$ cat src/sv/ubx_time_frame_receiver_unit_assert.svh
// assertion macros for the ubx time frame receiver
`ifndef UBX_TIME_FRAME_RECEIVER_UNIT_ASSERT_SVH
`define UBX_TIME_FRAME_RECEIVER_UNIT_ASSERT_SVH
`ifndef SYNTHESIS
`define UBXTF_ASSERT_IMP(lbl, clk, rstn, ante, cons) \
  lbl: assert property (@(posedge clk) disable iff (!rstn) (ante) |-> (cons)) \
    else $error("ubxtf assertion failed");
`define UBXTF_ASSERT_NXT(lbl, clk, rstn, ante, cons) \
  lbl: assert property (@(posedge clk) disable iff (!rstn) (ante) |=> (cons)) \
    else $error("ubxtf assertion failed");
`else
`define UBXTF_ASSERT_IMP(lbl, clk, rstn, ante, cons)
`define UBXTF_ASSERT_NXT(lbl, clk, rstn, ante, cons)
`endif
`endif

$ cat src/sv/ubxtf_pkg.sv
// shared constants and types of the ubx time frame receiver
package ubxtf_pkg;

  localparam int unsigned FRAME_BYTES_DEF = 32;
  localparam int unsigned CAPTURE_LEN     = 20;
  localparam int unsigned CAP_W           = $clog2(CAPTURE_LEN);
  localparam int unsigned HDR_BYTES       = 6;

  localparam logic [7:0] SYNC_FIRST  = 8'hB5;
  localparam logic [7:0] SYNC_SECOND = 8'h62;
  localparam logic [7:0] CLASS_NAV   = 8'h01;
  localparam logic [7:0] ID_TIMEUTC  = 8'h21;
  localparam logic [7:0] ID_CLOCK    = 8'h22;

  localparam logic [31:0] PPS_WINDOW_RST = 32'd1000000;
  localparam logic [31:0] ACCURACY_RST   = 32'hFFFF_FFFF;

  localparam logic [1:0] MODE_BYTE = 2'd0;
  localparam logic [1:0] MODE_PPS  = 2'd1;
  localparam logic [1:0] MODE_READ = 2'd2;

  localparam logic [1:0] KIND_TIME = 2'd0;
  localparam logic [1:0] KIND_ACC  = 2'd1;
  localparam logic [1:0] KIND_READ = 2'd2;

  // reciprocal constants: floor(2^sh / divisor)
  localparam logic signed [32:0] K_DIV1000 = 33'sd2199023255;
  localparam int unsigned        SH_DIV1000 = 41;
  localparam logic signed [32:0] K_DIV400  = 33'sd671088;
  localparam int unsigned        SH_DIV400  = 28;
  localparam logic signed [32:0] K_DIV5    = 33'sd209715;
  localparam int unsigned        SH_DIV5    = 20;

  typedef struct packed {
    logic [15:0] year;
    logic [7:0]  month;
    logic [7:0]  day;
    logic [7:0]  hour;
    logic [7:0]  minute;
    logic [7:0]  second;
    logic [31:0] nano;
  } date_fields_t;

endpackage

$ cat src/sv/ubxtf_date_unit.sv
// date to unix microseconds sequencer around one shared multiplier
module ubxtf_date_unit (
  input  logic                  clk_i,
  input  logic                  rst_ni,
  input  logic                  start_i,
  input  ubxtf_pkg::date_fields_t fields_i,
  output logic                  done_o,
  output logic [63:0]           utc_us_o,
  output logic signed [31:0]    nano_us_o
);
  import ubxtf_pkg::*;

  localparam logic [4:0] D_IDLE = 5'd0;
  localparam logic [4:0] D_N1   = 5'd1;
  localparam logic [4:0] D_N2   = 5'd2;
  localparam logic [4:0] D_N3   = 5'd3;
  localparam logic [4:0] D_Q    = 5'd4;
  localparam logic [4:0] D_R    = 5'd5;
  localparam logic [4:0] D_DOY1 = 5'd6;
  localparam logic [4:0] D_DOY2 = 5'd7;
  localparam logic [4:0] D_DOY3 = 5'd8;
  localparam logic [4:0] D_DOE  = 5'd9;
  localparam logic [4:0] D_DAYS = 5'd10;
  localparam logic [4:0] D_H    = 5'd11;
  localparam logic [4:0] D_M    = 5'd12;
  localparam logic [4:0] D_SECS = 5'd13;
  localparam logic [4:0] D_UL   = 5'd14;
  localparam logic [4:0] D_UH   = 5'd15;

  logic [4:0]         st_q, st_d;
  logic               done_q, done_d;
  date_fields_t       f_q, f_d;
  logic [31:0]        nabs_q, nabs_d;
  logic               nneg_q, nneg_d;
  logic [31:0]        nq_q, nq_d;
  logic [8:0]         era_q, era_d;
  logic [8:0]         yoe_q, yoe_d;
  logic [15:0]        t_q, t_d;
  logic [13:0]        q5_q, q5_d;
  logic [15:0]        doy_q, doy_d;
  logic [19:0]        doe_q, doe_d;
  logic signed [63:0] acc_q, acc_d;
  logic [63:0]        utc_q, utc_d;
  logic [63:0]        prod_q;

  logic signed [33:0] mul_a;
  logic signed [32:0] mul_b;
  logic signed [66:0] prod_full;

  logic [16:0] yr;
  logic [7:0]  mp;
  logic [1:0]  c100;
  logic [31:0] r32, qn;
  logic [16:0] r17;
  logic [15:0] r16;
  logic [13:0] q5c;
  logic signed [33:0] days;
  logic signed [63:0] secs;

  assign prod_full = mul_a * mul_b;

  assign yr = 17'(f_q.year) + 17'd400 - ((f_q.month <= 8'd2) ? 17'd1 : 17'd0);
  assign mp = (f_q.month > 8'd2) ? f_q.month - 8'd3 : f_q.month + 8'd9;
  assign c100 = (yoe_q >= 9'd300) ? 2'd3 : (yoe_q >= 9'd200) ? 2'd2 :
                (yoe_q >= 9'd100) ? 2'd1 : 2'd0;

  always_comb begin
    st_d   = st_q;
    done_d = 1'b0;
    f_d    = f_q;
    nabs_d = nabs_q;
    nneg_d = nneg_q;
    nq_d   = nq_q;
    era_d  = era_q;
    yoe_d  = yoe_q;
    t_d    = t_q;
    q5_d   = q5_q;
    doy_d  = doy_q;
    doe_d  = doe_q;
    acc_d  = acc_q;
    utc_d  = utc_q;
    mul_a  = '0;
    mul_b  = '0;
    r32    = nabs_q - prod_q[31:0];
    qn     = nq_q + ((r32 >= 32'd1000) ? 32'd1 : 32'd0);
    r17    = yr - prod_q[16:0];
    r16    = t_q - prod_q[15:0];
    q5c    = q5_q + ((r16 >= 16'd5) ? 14'd1 : 14'd0);
    days   = $signed(prod_q[33:0]) + 34'($signed(doe_q)) - 34'sd719468;
    secs   = acc_q + $signed(prod_q) + $signed({56'd0, f_q.second});
    unique case (st_q)
      D_IDLE: begin
        if (start_i) begin
          f_d    = fields_i;
          nneg_d = fields_i.nano[31];
          nabs_d = fields_i.nano[31] ? (32'd0 - fields_i.nano) : fields_i.nano;
          st_d   = D_N1;
        end
      end
      D_N1: begin
        mul_a = $signed({2'b00, nabs_q});
        mul_b = K_DIV1000;
        st_d  = D_N2;
      end
      D_N2: begin
        nq_d  = 32'(prod_q[SH_DIV1000 +: 23]);
        mul_a = $signed({2'b00, 32'(prod_q[SH_DIV1000 +: 23])});
        mul_b = 33'sd1000;
        st_d  = D_N3;
      end
      D_N3: begin
        nq_d  = nneg_q ? (32'd0 - qn) : qn;
        mul_a = $signed({17'd0, yr});
        mul_b = K_DIV400;
        st_d  = D_Q;
      end
      D_Q: begin
        era_d = prod_q[SH_DIV400 +: 9];
        mul_a = $signed({25'd0, prod_q[SH_DIV400 +: 9]});
        mul_b = 33'sd400;
        st_d  = D_R;
      end
      D_R: begin
        if (r17 >= 17'd400) begin
          era_d = era_q + 9'd1;
          yoe_d = 9'(r17 - 17'd400);
        end else begin
          yoe_d = r17[8:0];
        end
        mul_a = $signed({26'd0, mp});
        mul_b = 33'sd153;
        st_d  = D_DOY1;
      end
      D_DOY1: begin
        t_d   = prod_q[15:0] + 16'd2;
        mul_a = $signed({18'd0, prod_q[15:0] + 16'd2});
        mul_b = K_DIV5;
        st_d  = D_DOY2;
      end
      D_DOY2: begin
        q5_d  = prod_q[SH_DIV5 +: 14];
        mul_a = $signed({20'd0, prod_q[SH_DIV5 +: 14]});
        mul_b = 33'sd5;
        st_d  = D_DOY3;
      end
      D_DOY3: begin
        // day zero lands one before day one, so doy may go negative
        doy_d = {2'b00, q5c} + 16'(f_q.day) - 16'd1;
        mul_a = $signed({25'd0, yoe_q});
        mul_b = 33'sd365;
        st_d  = D_DOE;
      end
      D_DOE: begin
        doe_d = 20'(prod_q[17:0]) + 20'(yoe_q[8:2]) - 20'(c100) +
                20'($signed(doy_q));
        mul_a = $signed({25'd0, era_q}) - 34'sd1;
        mul_b = 33'sd146097;
        st_d  = D_DAYS;
      end
      D_DAYS: begin
        mul_a = days;
        mul_b = 33'sd86400;
        st_d  = D_H;
      end
      D_H: begin
        acc_d = $signed(prod_q);
        mul_a = $signed({26'd0, f_q.hour});
        mul_b = 33'sd3600;
        st_d  = D_M;
      end
      D_M: begin
        acc_d = acc_q + $signed(prod_q);
        mul_a = $signed({26'd0, f_q.minute});
        mul_b = 33'sd60;
        st_d  = D_SECS;
      end
      D_SECS: begin
        // seconds times 1e6 in two halves: low 21 bits, then the rest
        acc_d = secs;
        mul_a = $signed({13'd0, secs[20:0]});
        mul_b = 33'sd1000000;
        st_d  = D_UL;
      end
      D_UL: begin
        utc_d = prod_q;
        mul_a = $signed(acc_q[54:21]);
        mul_b = 33'sd1000000;
        st_d  = D_UH;
      end
      D_UH: begin
        utc_d  = utc_q + {prod_q[42:0], 21'd0};
        done_d = 1'b1;
        st_d   = D_IDLE;
      end
      default: st_d = D_IDLE;
    endcase
  end

  always_ff @(posedge clk_i or negedge rst_ni) begin
    if (!rst_ni) begin
      st_q   <= D_IDLE;
      done_q <= 1'b0;
    end else begin
      st_q   <= st_d;
      done_q <= done_d;
    end
  end

  always_ff @(posedge clk_i) begin
    f_q    <= f_d;
    nabs_q <= nabs_d;
    nneg_q <= nneg_d;
    nq_q   <= nq_d;
    era_q  <= era_d;
    yoe_q  <= yoe_d;
    t_q    <= t_d;
    q5_q   <= q5_d;
    doy_q  <= doy_d;
    doe_q  <= doe_d;
    acc_q  <= acc_d;
    utc_q  <= utc_d;
    prod_q <= prod_full[63:0];
  end

  assign done_o    = done_q;
  assign utc_us_o  = utc_q;
  assign nano_us_o = $signed(nq_q);

endmodule

$ cat src/sv/ubx_time_frame_receiver_unit.sv
// top level: ubx frame parser, pps alignment and clock offset registers
//
// channel  | direction | handshake             | word
// in       | sink      | in_valid_i/in_stall_o | mode, rx_byte, now_us
// out      | source    | out_valid_o/out_stall_i | kind, offset, correction, accuracy, utc now
// cfg      | sink      | cfg_valid_i/cfg_ready_o | pps window in microseconds
//
// a word is taken into a holding register, then executed once the output
// register is free; the input stalls meanwhile, so a new word is taken only after the last one is done.
// a completed nav-timeutc frame holds the input through 15 steps of the
// shared multiplier sequencer and its done strobe, which applies the offset,
// and then through the load of the output register.
// after reset the parser sits in overrun and drops the first byte.
// no clearing pass; the payload capture bytes are written before any read.
`include "ubx_time_frame_receiver_unit_assert.svh"
module ubx_time_frame_receiver_unit #(
  parameter int unsigned FRAME_BYTES = ubxtf_pkg::FRAME_BYTES_DEF
) (
  input  logic               clk_i,
  input  logic               rst_ni,
  input  logic               in_valid_i,
  output logic               in_stall_o,
  input  logic [1:0]         mode_i,
  input  logic [7:0]         rx_byte_i,
  input  logic [63:0]        now_us_i,
  output logic               out_valid_o,
  input  logic               out_stall_i,
  output logic [1:0]         kind_o,
  output logic [63:0]        clock_offset_us_o,
  output logic signed [31:0] correction_us_o,
  output logic [31:0]        accuracy_ns_o,
  output logic [63:0]        utc_now_us_o,
  input  logic               cfg_valid_i,
  output logic               cfg_ready_o,
  input  logic [31:0]        cfg_data_i
);
  import ubxtf_pkg::*;

  localparam int unsigned PW = $clog2(FRAME_BYTES + 1);

  localparam logic [1:0] ST_IDLE = 2'd0;
  localparam logic [1:0] ST_EXEC = 2'd1;
  localparam logic [1:0] ST_DATE = 2'd2;
  localparam logic [1:0] ST_EMIT = 2'd3;

  logic [1:0]  st_q, st_d;
  logic [1:0]  mode_q;
  logic [7:0]  byte_q;
  logic [63:0] now_q;

  logic [PW-1:0] pos_q, pos_d;
  logic [7:0]  class_q, class_d;
  logic [7:0]  id_q, id_d;
  logic [15:0] len_q, len_d;
  logic [7:0]  sum_a_q, sum_a_d;
  logic [7:0]  sum_b_q, sum_b_d;
  logic [7:0]  ck_a_q, ck_a_d;
  logic [7:0]  cap_q [CAPTURE_LEN];
  logic        cap_we;
  logic [CAP_W-1:0] cap_idx;

  logic [31:0] window_q;
  logic [63:0] pps_q, pps_d;
  logic [63:0] offset_q, offset_d;
  logic [63:0] old_q, old_d;
  logic [31:0] acc_q, acc_d;

  logic        out_valid_q, out_valid_d;
  logic [1:0]  kind_q, kind_d;
  logic [63:0] ooff_q, ooff_d;
  logic [31:0] corr_q, corr_d;
  logic [31:0] oacc_q, oacc_d;
  logic [63:0] outc_q, outc_d;

  logic        slot_free;
  logic        date_start, date_done;
  date_fields_t date_fields;
  logic [63:0] date_utc;
  logic signed [31:0] date_nano;

  logic [PW-1:0] k;
  logic [7:0]  sa_add, sb_add;
  logic        frame_ok;
  logic        recent;

  assign slot_free = !out_valid_q || !out_stall_i;
  assign k = pos_q - PW'(HDR_BYTES);
  assign sa_add = ((pos_q == PW'(2)) ? 8'd0 : sum_a_q) + byte_q;
  assign sb_add = ((pos_q == PW'(2)) ? 8'd0 : sum_b_q) + sa_add;
  assign frame_ok = (ck_a_q == sum_a_q) && (byte_q == sum_b_q) &&
                    (class_q == CLASS_NAV) && (len_q == 16'(CAPTURE_LEN));
  assign recent = (now_q - pps_q) < {32'd0, window_q};
  assign cap_idx = k[CAP_W-1:0];

  assign date_fields = '{year:   {cap_q[13], cap_q[12]},
                         month:  cap_q[14],
                         day:    cap_q[15],
                         hour:   cap_q[16],
                         minute: cap_q[17],
                         second: cap_q[18],
                         nano:   {cap_q[11], cap_q[10], cap_q[9], cap_q[8]}};

  ubxtf_date_unit u_date (
    .clk_i     (clk_i),
    .rst_ni    (rst_ni),
    .start_i   (date_start),
    .fields_i  (date_fields),
    .done_o    (date_done),
    .utc_us_o  (date_utc),
    .nano_us_o (date_nano)
  );

  always_comb begin
    st_d        = st_q;
    pos_d       = pos_q;
    class_d     = class_q;
    id_d        = id_q;
    len_d       = len_q;
    sum_a_d     = sum_a_q;
    sum_b_d     = sum_b_q;
    ck_a_d      = ck_a_q;
    cap_we      = 1'b0;
    pps_d       = pps_q;
    offset_d    = offset_q;
    old_d       = old_q;
    acc_d       = acc_q;
    date_start  = 1'b0;
    out_valid_d = out_valid_q && out_stall_i;
    kind_d      = kind_q;
    ooff_d      = ooff_q;
    corr_d      = corr_q;
    oacc_d      = oacc_q;
    outc_d      = outc_q;
    unique case (st_q)
      ST_IDLE: begin
        if (in_valid_i) st_d = ST_EXEC;
      end
      ST_EXEC: begin
        if (slot_free) begin
          st_d = ST_IDLE;
          priority if (mode_q == MODE_PPS) begin
            pps_d = now_q;
          end else if (mode_q == MODE_READ) begin
            out_valid_d = 1'b1;
            kind_d      = KIND_READ;
            ooff_d      = offset_q;
            corr_d      = 32'd0;
            oacc_d      = acc_q;
            outc_d      = offset_q + now_q;
          end else if (mode_q == MODE_BYTE) begin
            priority if (pos_q == PW'(0)) begin
              if (byte_q == SYNC_FIRST) pos_d = PW'(1);
            end else if (pos_q == PW'(1)) begin
              pos_d = (byte_q == SYNC_SECOND) ? PW'(2) : PW'(0);
            end else if (pos_q >= PW'(FRAME_BYTES)) begin
              pos_d = PW'(0);
            end else if (pos_q <= PW'(5)) begin
              pos_d   = pos_q + PW'(1);
              sum_a_d = sa_add;
              sum_b_d = sb_add;
              unique case (pos_q[1:0])
                2'd2: class_d = byte_q;
                2'd3: id_d = byte_q;
                2'd0: len_d = {len_q[15:8], byte_q};
                default: len_d = {byte_q, len_q[7:0]};
              endcase
            end else if (32'(k) < 32'(len_q)) begin
              pos_d   = pos_q + PW'(1);
              sum_a_d = sa_add;
              sum_b_d = sb_add;
              cap_we  = 32'(k) < 32'(CAPTURE_LEN);
            end else if (32'(k) == 32'(len_q)) begin
              pos_d  = pos_q + PW'(1);
              ck_a_d = byte_q;
            end else begin
              // second checksum byte closes the frame
              pos_d = PW'(0);
              if (frame_ok && id_q == ID_TIMEUTC) begin
                date_start = 1'b1;
                st_d       = ST_DATE;
              end else if (frame_ok && id_q == ID_CLOCK) begin
                acc_d       = {cap_q[15], cap_q[14], cap_q[13], cap_q[12]};
                out_valid_d = 1'b1;
                kind_d      = KIND_ACC;
                ooff_d      = offset_q;
                corr_d      = 32'd0;
                oacc_d      = {cap_q[15], cap_q[14], cap_q[13], cap_q[12]};
                outc_d      = offset_q + now_q;
              end
            end
          end else begin
            // unused mode: nothing happens
            st_d = ST_IDLE;
          end
        end
      end
      ST_DATE: begin
        if (date_done) begin
          old_d = offset_q;
          if (recent) begin
            offset_d = date_utc - pps_q;
          end else begin
            offset_d = date_utc + 64'($signed(date_nano)) - now_q;
          end
          st_d = ST_EMIT;
        end
      end
      ST_EMIT: begin
        out_valid_d = 1'b1;
        kind_d      = KIND_TIME;
        ooff_d      = offset_q;
        corr_d      = offset_q[31:0] - old_q[31:0];
        oacc_d      = acc_q;
        outc_d      = offset_q + now_q;
        st_d        = ST_IDLE;
      end
      default: st_d = ST_IDLE;
    endcase
  end

  always_ff @(posedge clk_i or negedge rst_ni) begin
    if (!rst_ni) begin
      st_q        <= ST_IDLE;
      pos_q       <= PW'(FRAME_BYTES);
      class_q     <= 8'd0;
      id_q        <= 8'd0;
      len_q       <= 16'd0;
      sum_a_q     <= 8'd0;
      sum_b_q     <= 8'd0;
      ck_a_q      <= 8'd0;
      window_q    <= PPS_WINDOW_RST;
      pps_q       <= 64'd0;
      offset_q    <= 64'd0;
      old_q       <= 64'd0;
      acc_q       <= ACCURACY_RST;
      out_valid_q <= 1'b0;
    end else begin
      st_q        <= st_d;
      pos_q       <= pos_d;
      class_q     <= class_d;
      id_q        <= id_d;
      len_q       <= len_d;
      sum_a_q     <= sum_a_d;
      sum_b_q     <= sum_b_d;
      ck_a_q      <= ck_a_d;
      pps_q       <= pps_d;
      offset_q    <= offset_d;
      old_q       <= old_d;
      acc_q       <= acc_d;
      out_valid_q <= out_valid_d;
      if (cfg_valid_i) window_q <= cfg_data_i;
    end
  end

  always_ff @(posedge clk_i) begin
    if (st_q == ST_IDLE && in_valid_i) begin
      mode_q <= mode_i;
      byte_q <= rx_byte_i;
      now_q  <= now_us_i;
    end
    if (cap_we) cap_q[cap_idx] <= byte_q;
    kind_q <= kind_d;
    ooff_q <= ooff_d;
    corr_q <= corr_d;
    oacc_q <= oacc_d;
    outc_q <= outc_d;
  end

  assign in_stall_o        = (st_q != ST_IDLE);
  assign cfg_ready_o       = 1'b1;
  assign out_valid_o       = out_valid_q;
  assign kind_o            = kind_q;
  assign clock_offset_us_o = ooff_q;
  assign correction_us_o   = $signed(corr_q);
  assign accuracy_ns_o     = oacc_q;
  assign utc_now_us_o      = outc_q;

  `UBXTF_ASSERT_IMP(a_done_in_date, clk_i, rst_ni, date_done, st_q == ST_DATE)
  `UBXTF_ASSERT_IMP(a_date_slot_empty, clk_i, rst_ni, st_q == ST_DATE, !out_valid_q)
  `UBXTF_ASSERT_IMP(a_pos_range, clk_i, rst_ni, 1'b1, pos_q <= PW'(FRAME_BYTES))
  `UBXTF_ASSERT_NXT(a_emit_result, clk_i, rst_ni, st_q == ST_EMIT,
                    out_valid_q && kind_q == KIND_TIME)

endmodule

$ cat config.mk
export PLATFORM = sky130hd
export DESIGN_NAME = ubx_time_frame_receiver_unit
export DESIGN_NICKNAME = d
export VERILOG_FILES = /design/src/sv/ubxtf_pkg.sv /design/src/sv/ubxtf_date_unit.sv /design/src/sv/ubx_time_frame_receiver_unit.sv
export VERILOG_INCLUDE_DIRS = /design/src /design/src/sv
export SDC_FILE = /design/constraint.sdc
export NUM_CORES = 2
export LEC_CHECK = 0
export ABC_CLOCK_PERIOD_IN_PS = 24700
export BUFFER_PORTS_ARGS = -buffer_cell sky130_fd_sc_hd__buf_2
export CORE_MARGIN = 4
export CORE_UTILIZATION = 35
export DETAILED_ROUTE_END_ITERATION = 12
export SLEW_MARGIN = 20
export SYNTH_ARGS = -nofsm -noshare
export SYNTH_HDL_FRONTEND = slang
export SYNTH_SLANG_ARGS = --single-unit
export TNS_END_PERCENT = 5
$ cat constraint.sdc
create_clock -name clk_i -period 24.7 [get_ports clk_i]
set_input_delay 2.47 -clock clk_i [delete_from_list [all_inputs] [get_ports clk_i]]
set_output_delay 2.47 -clock clk_i [all_outputs]
set_load 0.01 [all_outputs]
[Yosys cells after proc, flatten, opt, wreduce, memory -nomap -nowiden]
Memory sizes are Yosys's and may differ from the RTL's. A register that Yosys moved wholly into a read port is not among the register bits.
Cells that the tools add are included.
Widths: inputs -> output; s select.
Operators by class
  multiplexer cells: 152
  bitwise operators: 11
  multipliers: 1
  $add $sub $neg: 35
  $lt $le $gt $ge: 13
  equality and inequality tests: 49
  reductions and logical operators: 38
Operator list (number)
  $mux 64: 25
  $mux 32: 25
  $pmux 34 s14: 1
  $pmux 32 s13: 1
  $pmux 64 s2: 3
  $add 64x64->64: 4
  $pmux 32 s2: 3
  $pmux 64 s3: 1
  $sub 64x64->64: 3
  $pmux 5 s15: 1
  $add 64x9->64: 1
  $lt 64x32->1: 1
  $mul 34x33->64: 1
  $sub 1x32->32 const A: 2
  $sub 32x32->32: 2
  $mux 2: 28
  $mux 8: 7
  $mux 6: 7
  $mux 1: 41
  $eq 5x4->1 const B: 8
  $add 34x20->34: 1
  $sub 17x17->17: 2
  $sub 34x21->34 const B: 1
  $reduce_and 11->1: 3
  72 further kinds: 127
Word-level totals
  bits in writable memories: 160
  word-level logic and storage cells: 341
  register bits: 936
  memories: 1
  bits of input ports: 111
Memory list
  cap_q: depth 20, width 8, rd ports 11, clocked after Yosys merged registers in 3, wr ports 1, line ubx_time_frame_receiver_unit.sv:58  | logic [7:0] cap_q [CAPTURE_LEN];

[Logic depth before layout (Yosys ltp)]
  depth after elaboration: 19
  mapped depth: 52

[Modules after synthesis]
From an unflattened synthesis, not the netlist that was laid out.
Unflattened totals
  cell total of the unflattened synthesis: 11349
  area, all modules: 105334.8 sq um
By module, submodules not included
  ubxtf_date_unit: cells an instance 6787, times used 1, area an instance 61380.1 sq um
  ubx_time_frame_receiver_unit: cells an instance 4562, times used 1, area an instance 43954.7 sq um

[Least setup slack after synthesis]
No wires, ideal clock.
  kind: input to register
  from: input port out_stall_i
  to: register, netlist name u_date.f_q[32]
  setup time: 755 ps
  cell stages on the path: 6
  data arrival time: 11876 ps
  slack: 12069 ps
  path through: nand2_1 > nand3_1 > nor4_1 > nor4b_1 > nand4b_1 > nor4_1
On the way
  longest elaborated chain between the ends: 5
Ends and longest elaborated chain
  from (decl): line ubx_time_frame_receiver_unit.sv:27  | input logic out_stall_i,
  $logic_not 1->1: line ubx_time_frame_receiver_unit.sv:86  | assign slot_free = !out_valid_q || !out_stall_i;
  $logic_or 1x1->1: line ubx_time_frame_receiver_unit.sv:86
  $mux 1: line ubx_time_frame_receiver_unit.sv:139  | if (slot_free) begin
  $mux 1: line ubx_time_frame_receiver_unit.sv:134  | unique case (st_q)
  $reduce_and 2->1 (no source line)
Every way passes these cells.
A chain may end at the register's enable or synchronous reset.

[Worst setup path after layout]
  from: register u_date.prod_q[1]
  to: register u_date.prod_q[63]
On the way
  longest elaborated chain between the ends: 4
  elaborated cells on any way between the ends: 7
  classes of those cells: 5 x add/sub; 1 x mul; 1 x mux
Ends and longest elaborated chain
  from (decl): line ubxtf_date_unit.sv:44  | logic [63:0] prod_q;
  from (signal assigned): line ubxtf_date_unit.sv:222  | prod_q <= prod_full[63:0];
  $add 64x64->64 / $add 34x20->34 (equally long branches): line ubxtf_date_unit.sv:90, ubxtf_date_unit.sv:89
  $add 64x9->64 / $sub 34x21->34 (equally long branches): line ubxtf_date_unit.sv:90, ubxtf_date_unit.sv:89
  $pmux 34 s14 (*): line ubxtf_date_unit.sv:91  | unique case (st_q)
  $mul 34x33->64 (*): line ubxtf_date_unit.sv:60  | assign prod_full = mul_a * mul_b;
  via u_date.prod_full[63]: line ubxtf_date_unit.sv:48  | logic signed [66:0] prod_full;
The timed path passes the listed nets; every way through them passes the cells marked *.

==> results.cfg <==
[synthesis]
netlist.area_leader.share = 0.197
syn_avg_cell_area_um2 = 9.34
synth.area.mux_share = 0.0272
synth-simple-area-share = 0.132
syn_area_mm2 = 0.104
synth-compound-area-share = 0.141
synth_xor_xnor_area_share = 0.0601
synth_edf_count = 680
synthAdderAreaFrac = 0.285
ys_seq_area_frac = 0.280
synthDistinctLibCells = 104
ys_ff_latch = 1038
synthCells = 11100
synthTopCellsByArea = edfxtp_1 20%, fa_1 17%, ha_1 12%
async_reset_ff_frac = 0.283
ys_dominant_reg_cell = edfxtp_1
yosysTopAreaCell = edfxtp_1
ys_warn_count = 0
synth_top_family_by_area = adder cells

[critical_path]
cp.required_ps = 25390
path_buf_inv = 6
crit_type = flip-flop to flip-flop
worst_path_most_repeated_cell = fa_1
setup.worst_path.end_class = flip-flop
cp-start-kind = flip-flop
cp_top_family = adder cells
rrSetupSlack_ps = 10750
crit_fanout = 13
max_stage_delay_ps = 960
slowest_stage = nor3_1
cp.arrival_ps = 14640

[routing]
routed_via_density = 5.38
wl_mm = 361
num_vias = 83100
dr.pass1.iters = 6
routedWlPerCell_um = 23.4
drcViolationCount = 0
ant_nets = 0
drt_iter0_markers = 7412

[worst_hold_path]
hp-class = flip-flop to flip-flop

[global_route]
met2_usage = 0.364
met1_usage = 0.310
track_usage = 0.231
grt_pass1_vias = 81900
grt_max_degree = 116
grt_use_met3 = 0.0388
antenna_found_initial = 25
grt_pass1_wl_mm = 536
busiest_layer = met2
grt-ovfl-total = 0

[timing]
slew_headroom = 0.171
hold-worst-slack_ps = 403
max_freq_mhz = 71.7
layout_min_cycle_time_ps = 13950
slew_viol_final = 0
worst_slack_ps = 10750
finalSetupViolCount = 0
rsz0062_at_grt = no
finClkSkew_ps = 66.6
hold_violations = 0
worst_slew_pin_slew_ps = 1230
tns_ps = 0
min_period_over_period = 0.565

[clock_tree]
clock_latency_ps = 810
cts.clk_slew.worst_paths_ps = 60
tritoncts = done
cts-root-buf = clkbuf_16
postCtsHoldBufs = 0
cts_made_buffers = 120
clockBufferDepth = 3
cts_setup_buffers = 0
cts_num_sinks = 1038
post_cts_resized = 0
htreeDepth = 3

[die]
die_h_um = 553
row_count = 199
start_util = 0.353
die_w_um = 553
core-area_mm2 = 0.295
die_area_mm2 = 0.306
ios = 308

[layout]
area_delta_synth_final_pct = 10.6
fillers = 29500
layout.cells.non_filler = 15500
final_nets = 13400
layout-drive-gt1-share = 0.0879
mostFrequentLayoutCell = inv_1
layout_common_cells = 1720 x inv_1, 1035 x nand2_1, 967 x ha_1, 874 x fa_1, 680 x edfxtp_1

[placement]
portBuffers = 306
pre_cts_ws_ps = 10980
gp_congestion = 0.993
dp.cells = 15200
hpwl_mm = 291

[power_and_ir_drop]
p_total_w = 0.00695
vdd_drop_max_uv = 62.4
power_density_mw_per_mm2 = 60.5
p_leak_nw = 53.1

[run]
drv_cap = 0

[status]
status = finished, final reports clean
through the flow:
stage | utilization | area, um2
after detailed placement | 0.376 | 111000
after floorplan | - | 104000
after CTS | 0.390 | 115000
final | 0.390 | 115000
after global routing | 0.390 | 115000
after global placement | 0.376 | 111000
sequential cells by signal, summed over array words and instances (netlist names), 55 cells and up, named ones only:
signal	flops
u_date.f_q	56
utc_now_us_o	64
u_date.acc_q	55
clock_offset_us_o	64
offset_q	64
u_date.utc_us_o	64
u_date.prod_q	64
cap_q	88
pps_q	64
now_q	64
power breakdown:
part	switching (W)	internal, W	leakage, nW
clock network	0.000815	0.00110	2.03
logic	0.00170	0.00112	40.7
registers	0.000170	0.00206	10.3
total	0.00268	0.00427	53.1
kinds of logic (layout without fill, tap and decap cells):
| family | after synthesis | count (layout) |
|---|---|---|
| AND/OR/NAND/NOR | 2904 | 2904 |
| AO/OA/AOI/OAI | 2314 | 2314 |
| other | 2 | 46 |
| adder cells (fa/ha/maj) | 1842 | 1842 |
| flip-flops | 1038 | 1038 |
| XOR/XNOR | 711 | 711 |
| buffers and inverters | 2052 | 2424 |
| multiplexers | 260 | 260 |
path summary, 6_finish.rpt:
kind	cells past startpoint	startpoint	end
setup / recovery	42	u_date.prod_q[1]	u_date.prod_q[63]
hold / removal	0	cap_q[18][1]	u_date.f_q[33]
setup reg to reg	42	u_date.prod_q[1]	u_date.prod_q[63]
hold reg to reg	0	cap_q[18][1]	u_date.f_q[33]
max in group asynchronous	3	rst_ni	window_q[7]
min in group asynchronous	1	rst_ni	offset_q[43]
per-layer routing:
layer / up-vias / part of all wire
li1: 38500 / -
met1: 40900 / 0.43
met2: 3101 / 0.44
met3: 653 / 0.075
met4: 12 / 0.055
met5: - / 0.00021
worst register-to-register path: cells and delay by family (launching register included):
family	cells	cell delay (ps)
and+or+nand+nor	9	3000
xor gates and xnor gates	3	470
adders and majority gates	11	4890
buffers and inverters	6	600
AOI/OAI and AO/OA	13	3990
DFF	1	920
Yosys cell counts, types with 88 or more instances:
master and n:
a21o_1 276, a21oi_1 633, and3_1 104, clkbuf_1 288
dfrtp_1 254, edfxtp_1 680, fa_1 874, ha_1 967
inv_1 1721, mux2_2 180, nand2_1 1037, nand2b_1 132
nand3_1 209, nand4_1 124, nor2_1 680, nor2b_1 92
nor3_1 163, o21a_1 89, o21ai_0 577, o21bai_1 88
xnor2_1 464, xor2_1 246
cell type report:
| type | count | area (um2) | share of cell area |
|---|---|---|---|
| inverter | 1723 | 6470 | 0.0563 |
| clock inverter | 91 | 1050 | 0.00918 |
| multi-input combinational | 8062 | 67400 | 0.586 |
| tap | 3919 | 4900 | 0.0427 |
| antenna | 15 | 37.5 | 0.000327 |
| sequential | 1038 | 29100 | 0.253 |
| clock buffer | 138 | 3170 | 0.0276 |
| timing repair buffer | 472 | 2810 | 0.0245 |
Note: power is estimated with default switching activity, not from simulation.
